<file path="src/sv/c8e_pkg.sv">
package c8e_pkg;

    // Controller states
    typedef enum logic [3:0] {
        ST_CLEAR,
        ST_IDLE,
        ST_READ_Y,
        ST_EXEC,
        ST_FLAG,
        ST_MOD,
        ST_DRAW_RD,
        ST_DRAW_WR,
        ST_BCD,
        ST_ST_RD,
        ST_ST_WR,
        ST_LD_RD,
        ST_LD_WR,
        ST_DONE
    } ctl_state_t;

    // Datapath commands
    typedef enum logic [3:0] {
        CMD_NONE,
        CMD_CLEAR,
        CMD_LOAD,
        CMD_READ_Y,
        CMD_EXEC,
        CMD_FLAG,
        CMD_MOD,
        CMD_DRAW_RD,
        CMD_DRAW_WR,
        CMD_BCD,
        CMD_ST_RD,
        CMD_ST_WR,
        CMD_LD_RD,
        CMD_LD_WR,
        CMD_DONE
    } dp_cmd_t;

    // What follows the execute cycle
    typedef enum logic [2:0] {
        KIND_PLAIN,
        KIND_FLAG,
        KIND_DRAW,
        KIND_BCD,
        KIND_STORE,
        KIND_LOAD
    } exec_kind_t;

    typedef struct packed {
        logic       clear_done;
        exec_kind_t kind;
        logic       mod_done;
        logic       rows_zero;
        logic       row_last;
        logic       bcd_last;
        logic       k_last;
        logic       out_free;
    } dp_status_t;

    // Request types
    localparam logic [1:0] REQ_EXEC  = 2'd0;
    localparam logic [1:0] REQ_WRITE = 2'd1;
    localparam logic [1:0] REQ_READ  = 2'd2;
    localparam logic [1:0] REQ_ROW   = 2'd3;

    // Opcode groups (top nibble)
    localparam logic [3:0] OP_SYS   = 4'h0;
    localparam logic [3:0] OP_JP    = 4'h1;
    localparam logic [3:0] OP_CALL  = 4'h2;
    localparam logic [3:0] OP_SE_K  = 4'h3;
    localparam logic [3:0] OP_SNE_K = 4'h4;
    localparam logic [3:0] OP_SE_V  = 4'h5;
    localparam logic [3:0] OP_LD_K  = 4'h6;
    localparam logic [3:0] OP_ADD_K = 4'h7;
    localparam logic [3:0] OP_ALU   = 4'h8;
    localparam logic [3:0] OP_SNE_V = 4'h9;
    localparam logic [3:0] OP_LD_I  = 4'hA;
    localparam logic [3:0] OP_JP_V0 = 4'hB;
    localparam logic [3:0] OP_RND   = 4'hC;
    localparam logic [3:0] OP_DRW   = 4'hD;
    localparam logic [3:0] OP_MISC  = 4'hF;

    // ALU functions (low nibble)
    localparam logic [3:0] ALU_MOV  = 4'h0;
    localparam logic [3:0] ALU_OR   = 4'h1;
    localparam logic [3:0] ALU_AND  = 4'h2;
    localparam logic [3:0] ALU_XOR  = 4'h3;
    localparam logic [3:0] ALU_ADD  = 4'h4;
    localparam logic [3:0] ALU_SUB  = 4'h5;
    localparam logic [3:0] ALU_SHR  = 4'h6;
    localparam logic [3:0] ALU_SUBN = 4'h7;
    localparam logic [3:0] ALU_SHL  = 4'hE;

    // Low-byte functions
    localparam logic [7:0] SYS_CLS  = 8'hE0;
    localparam logic [7:0] SYS_RET  = 8'hEE;
    localparam logic [7:0] F_GET_DT = 8'h07;
    localparam logic [7:0] F_SET_DT = 8'h15;
    localparam logic [7:0] F_SET_ST = 8'h18;
    localparam logic [7:0] F_ADD_I  = 8'h1E;
    localparam logic [7:0] F_FONT   = 8'h29;
    localparam logic [7:0] F_BCD    = 8'h33;
    localparam logic [7:0] F_STORE  = 8'h55;
    localparam logic [7:0] F_LOAD   = 8'h65;

    localparam logic [3:0]  FLAG_REG = 4'hF;
    localparam logic [11:0] PC_RESET = 12'h200;

endpackage

</file>
<file path="src/sv/c8e_ctrl.sv">
module c8e_ctrl
    import c8e_pkg::*;
(
    input  logic       clk,
    input  logic       rst_n,
    input  logic       in_valid,
    input  logic [1:0] in_req,
    input  dp_status_t status,
    output logic       in_stall,
    output dp_cmd_t    cmd
);

    ctl_state_t state_reg;
    ctl_state_t state_next;

    // State register
    always_ff @(posedge clk or negedge rst_n)
    begin
        if (!rst_n)
        begin
            state_reg <= ST_CLEAR;
        end
        else
        begin
            state_reg <= state_next;
        end
    end

    // Next state and commands
    always_comb
    begin
        state_next = state_reg;
        cmd        = CMD_NONE;
        in_stall   = 1'b1;
        case (state_reg)
            ST_CLEAR:
            begin
                cmd = CMD_CLEAR;
                if (status.clear_done)
                begin
                    state_next = ST_IDLE;
                end
            end
            ST_IDLE:
            begin
                in_stall = 1'b0;
                if (in_valid)
                begin
                    cmd        = CMD_LOAD;
                    state_next = (in_req == REQ_EXEC) ? ST_READ_Y : ST_DONE;
                end
            end
            ST_READ_Y:
            begin
                cmd        = CMD_READ_Y;
                state_next = ST_EXEC;
            end
            ST_EXEC:
            begin
                cmd = CMD_EXEC;
                case (status.kind)
                    KIND_FLAG:  state_next = ST_FLAG;
                    KIND_DRAW:  state_next = ST_MOD;
                    KIND_BCD:   state_next = ST_BCD;
                    KIND_STORE: state_next = ST_ST_RD;
                    KIND_LOAD:  state_next = ST_LD_RD;
                    default:    state_next = ST_DONE;
                endcase
            end
            ST_FLAG:
            begin
                cmd        = CMD_FLAG;
                state_next = ST_DONE;
            end
            ST_MOD:
            begin
                cmd = CMD_MOD;
                if (status.mod_done)
                begin
                    state_next = status.rows_zero ? ST_FLAG : ST_DRAW_RD;
                end
            end
            ST_DRAW_RD:
            begin
                cmd        = CMD_DRAW_RD;
                state_next = ST_DRAW_WR;
            end
            ST_DRAW_WR:
            begin
                cmd        = CMD_DRAW_WR;
                state_next = status.row_last ? ST_FLAG : ST_DRAW_RD;
            end
            ST_BCD:
            begin
                cmd = CMD_BCD;
                if (status.bcd_last)
                begin
                    state_next = ST_DONE;
                end
            end
            ST_ST_RD:
            begin
                cmd        = CMD_ST_RD;
                state_next = ST_ST_WR;
            end
            ST_ST_WR:
            begin
                cmd        = CMD_ST_WR;
                state_next = status.k_last ? ST_DONE : ST_ST_RD;
            end
            ST_LD_RD:
            begin
                cmd        = CMD_LD_RD;
                state_next = ST_LD_WR;
            end
            ST_LD_WR:
            begin
                cmd        = CMD_LD_WR;
                state_next = status.k_last ? ST_DONE : ST_LD_RD;
            end
            ST_DONE:
            begin
                if (status.out_free)
                begin
                    cmd        = CMD_DONE;
                    state_next = ST_IDLE;
                end
            end
            default:
            begin
                state_next = ST_IDLE;
            end
        endcase
    end

endmodule

</file>
<file path="config.mk">
export PLATFORM = sky130hd
export DESIGN_NAME = c8e_ctrl
export DESIGN_NICKNAME = d
export VERILOG_FILES = /design/src/sv/c8e_pkg.sv /design/src/sv/c8e_ctrl.sv
export SDC_FILE = /design/constraint.sdc
export NUM_CORES = 1
export LEC_CHECK = 0
export ABC_AREA = 1
export ABC_CLOCK_PERIOD_IN_PS = 1100
export BUFFER_PORTS_ARGS = -buffer_cell sky130_fd_sc_hd__clkbuf_2
export CAP_MARGIN = 15
export CORE_MARGIN = 4
export CORE_UTILIZATION = 44
export DETAILED_ROUTE_END_ITERATION = 16
export GPL_ROUTABILITY_DRIVEN = 0
export GPL_TIMING_DRIVEN = 0
export PLACE_DENSITY_LB_ADDON = 0.08
export SKIP_LAST_GASP = 1
export SLEW_MARGIN = 40
export SYNTH_ARGS = -nofsm -noshare
export SYNTH_HDL_FRONTEND = slang
export SYNTH_SLANG_ARGS = --single-unit
export TNS_END_PERCENT = 10
</file>
<file path="constraint.sdc">
create_clock -name clk -period 1.1 [get_ports clk]
set_input_delay 0 -clock clk [delete_from_list [all_inputs] [get_ports clk]]
set_output_delay 0 -clock clk [all_outputs]
set_load 0.02 [all_outputs]
</file>
==> results.py <==
metrics = {
    "timing": {
        "slew_headroom_pct": 84.6,
        "hold_violations": 0,
        "worst_pin_slew_ns": 0.231,
        "min_period_ns": 1.45,
        "fin_worst_skew_ns": 0.0103,
        "rsz0062_at_grt": "true",
        "drv_slew": 0,
        "setup_viol": 9,
        "whs_ns": 0.0830,
        "fin_ws_ns": -0.345,
        "finalCritPeriodShare_pct": 131,
        "max_freq_mhz": 692,
    },
    "logic_synthesis": {
        "yosys_warnings": 0,
        "yosysTopAreaCell": "nand2_1",
        "synth_most_common_cell": "nand2_1",
        "netlist_top_cells_count": "nand2_1 (40), inv_1 (24), nand3_1 (13), nor2_1 (13)",
        "syn_inst": 117,
        "synth_area_sq_um": 607,
        "ys_seq_elements": 4,
        "synthArstFlopShare_pct": 100,
        "synth_area_per_cell_sq_um": 5.19,
        "synth_top_area_share_pct": 24.7,
        "ys_seq_area_share_pct": 16.5,
        "synth_area_leaders": "nand2_1 (25%), dfrtp_1 (16%), inv_1 (15%), nand3_1 (11%), nor2_1 (8.0%)",
        "synth_nets": 133,
        "synth_cell_type_count": 18,
        "ys.flop_type": "dfrtp_1",
        "synth_edf_count": 0,
    },
    "global_route": {
        "grt_pass1_vias": 798,
        "track_usage_pct": 20.5,
        "grt_start_max_net_pins": 8,
        "grt_pass1_wl_um": 3080,
        "grt_antenna_before_repair": 0,
        "overflow": 0,
    },
    "flow_run": {
        "drv_cap": 0,
    },
    "drt": {
        "vias": 846,
        "viasPerCell": 5.10,
        "wire_per_inst_um": 13.4,
        "firstDrtPassIters": 4,
        "drt-initial-drc-count": 17,
        "ant_nets": 0,
        "drc_errors": 0,
        "totalWireLength_um": 2220,
    },
    "pwr": {
        "p_total_mw": 3.14,
        "p_leak_nw": 0.592,
        "power_density_nw_per_um2": 3180,
        "irDropWorstVdd_mv": 2.00,
    },
    "critical_path": {
        "arrival_ns": 1.57,
        "critPathMaxFanout": 6,
        "critPathMaxStageDelay_ns": 0.46,
        "worstPathRequired_ns": 1.23,
        "path_class": "flop to flop",
        "slowest_stage": "dfrtp_2",
        "start_kind": "flop",
        "worst_setup_path_end_kind": "flop",
        "worstPathCellList": "inv_2 -> nor2_4 -> buf_4 -> nand3b_1 -> nand3_2 -> o21ai_0 -> nand2_1",
    },
    "min_path": {
        "holdCritPathClass": "input pin to async pin",
    },
    "cts": {
        "clk_pin_slew_worst_paths_ns": 0.05,
        "htree_levels": 1,
        "cts_buffers": 3,
        "clkSinkCount": 4,
        "cts_tree": "yes",
        "clock_latency_ns": 0.25,
        "cts_max_path_buffers": 2,
        "clock-root-buffer": "clkbuf_4",
    },
    "finish": {
        "layout-drive-gt1-share_pct": 45.7,
        "fillCellCount": 110,
        "antennaDiodeCount": 0,
        "fin_cells": 166,
        "fin_area_sq_um": 988,
        "area_growth_pct": 62.9,
        "fin_nets": 169,
        "largest_register_ffs": 4,
    },
    "floorplanning": {
        "fp-row-count": 13,
        "die_y_um": 45.1,
        "start_util_pct": 46.6,
        "die_w_um": 45.1,
        "io-pin-count": 20,
        "die_area_sq_um": 2040,
        "core_sq_um": 1300,
    },
    "status": {
        "violations": "negative setup slack",
        "status": "complete, but fails checks",
    },
    "placement": {
        "place_inst": 151,
        "dpl_cell_area_sq_um": 751,
        "port_buffers": 19,
        "dpl.hpwl_um": 1350,
    },
}
==> stage by stage <==
| stage | setup slack, ns | TNS [ns] | util, % |
|---|---|---|---|
| after floorplan | -0.0833 | -0.325 | - |
| after global placement | -0.266 | -1.44 | 57.7 |
| after detailed placement | -0.275 | -1.49 | 57.7 |
| after CTS | -0.324 | -2.24 | 66.6 |
| after global routing | -0.411 | -3.32 | 76.0 |
| final | -0.345 | -2.78 | 76.0 |
==> critical path, delay by kind of cell (launching register included) <==
family                 cells  cell delay [ns]
buffers and inverters      2             0.26
AO/OA/AOI/OAI              1             0.19
flip-flops                 1             0.46
AND/OR/NAND/NOR            4             0.40
==> per-layer routing <==
layer | vias up | GRT usage (%) | share of wire, %
li1 | 428 | - | -
met1 | 371 | 22.1 | 39
met2 | 35 | 39.3 | 53
met3 | 12 | 2.39 | 4.2
met4 | 0 | 8.77 | 3.7
met5 | - | 0 | 0
==> final timing paths <==
kind,start,endpoint,slack [ns],cells past startpoint
max,state_reg[3],state_reg[2],-0.35,7
max reg2reg,state_reg[3],state_reg[2],-0.35,7
min,rst_n,state_reg[1],0.08,2
min reg2reg,state_reg[0],state_reg[0],0.70,2
max in group asynchronous,rst_n,state_reg[3],0.87,2
min in group clk,status[1],state_reg[2],0.12,5
==> layout by cell type, fill, tap and decap left out <==
cell,count
nor2_2,3
inv_4,1
buf_8,1
nand3b_1,3
o21ai_1,2
buf_6,2
nand4_1,1
nor2_4,7
nand3_1,9
o21ai_0,3
clkbuf_8,1
dfrtp_2,3
buf_4,11
nor2_1,6
nand2_1,31
dlygate4sd3_1,1
nand3_2,5
inv_1,20
o21ai_4,1
or2_0,1
ha_1,1
a21oi_1,2
clkbuf_4,3
o2111ai_1,1
clkbuf_2,16
nand2_4,3
dfrtp_1,1
nand2_2,6
inv_2,5
a21oi_2,1
==> cell families after synthesis <==
group                      count (synthesis)  synth area share, %
and+or+nand+nor                           75                 54.0
buffers and inverters                     27                 17.9
AOI/OAI and AO/OA                         10                 9.48
DFF                                        4                 16.5
adders and majority gates                  1                 2.06
==> repair_timing <==
| item | 4_1_cts | 5_1_grt |
|---|---|---|
| setup buffers | 4 | 7 |
| resized for setup | 18 | 23 |
| pin swaps | 5 | 10 |
| endpoints found under the setup margin | 9 | 9 |
| hold buffers | 1 | 0 |
| endpoints found under the hold margin | 4 | 0 |
==> where the power goes <==
group,leakage (nW),switching [mW],internal (mW)
logic,0.533,1.45,1.05
registers,0.0452,0.191,0.242
clock network,0.0138,0.0805,0.123
total,0.592,1.72,1.42
==> area by class of cell <==
class | count | area (sq um) | area share [%]
multi-input combinational | 86 | 519 | 52.5
sequential | 4 | 104 | 10.5
buffer | 1 | 11.3 | 1.14
clock buffer | 3 | 22.5 | 2.28
tap | 15 | 18.8 | 1.90
inverter | 26 | 100 | 10.1
timing repair buffer | 31 | 213 | 21.5
(Power assumes the default switching activity.)
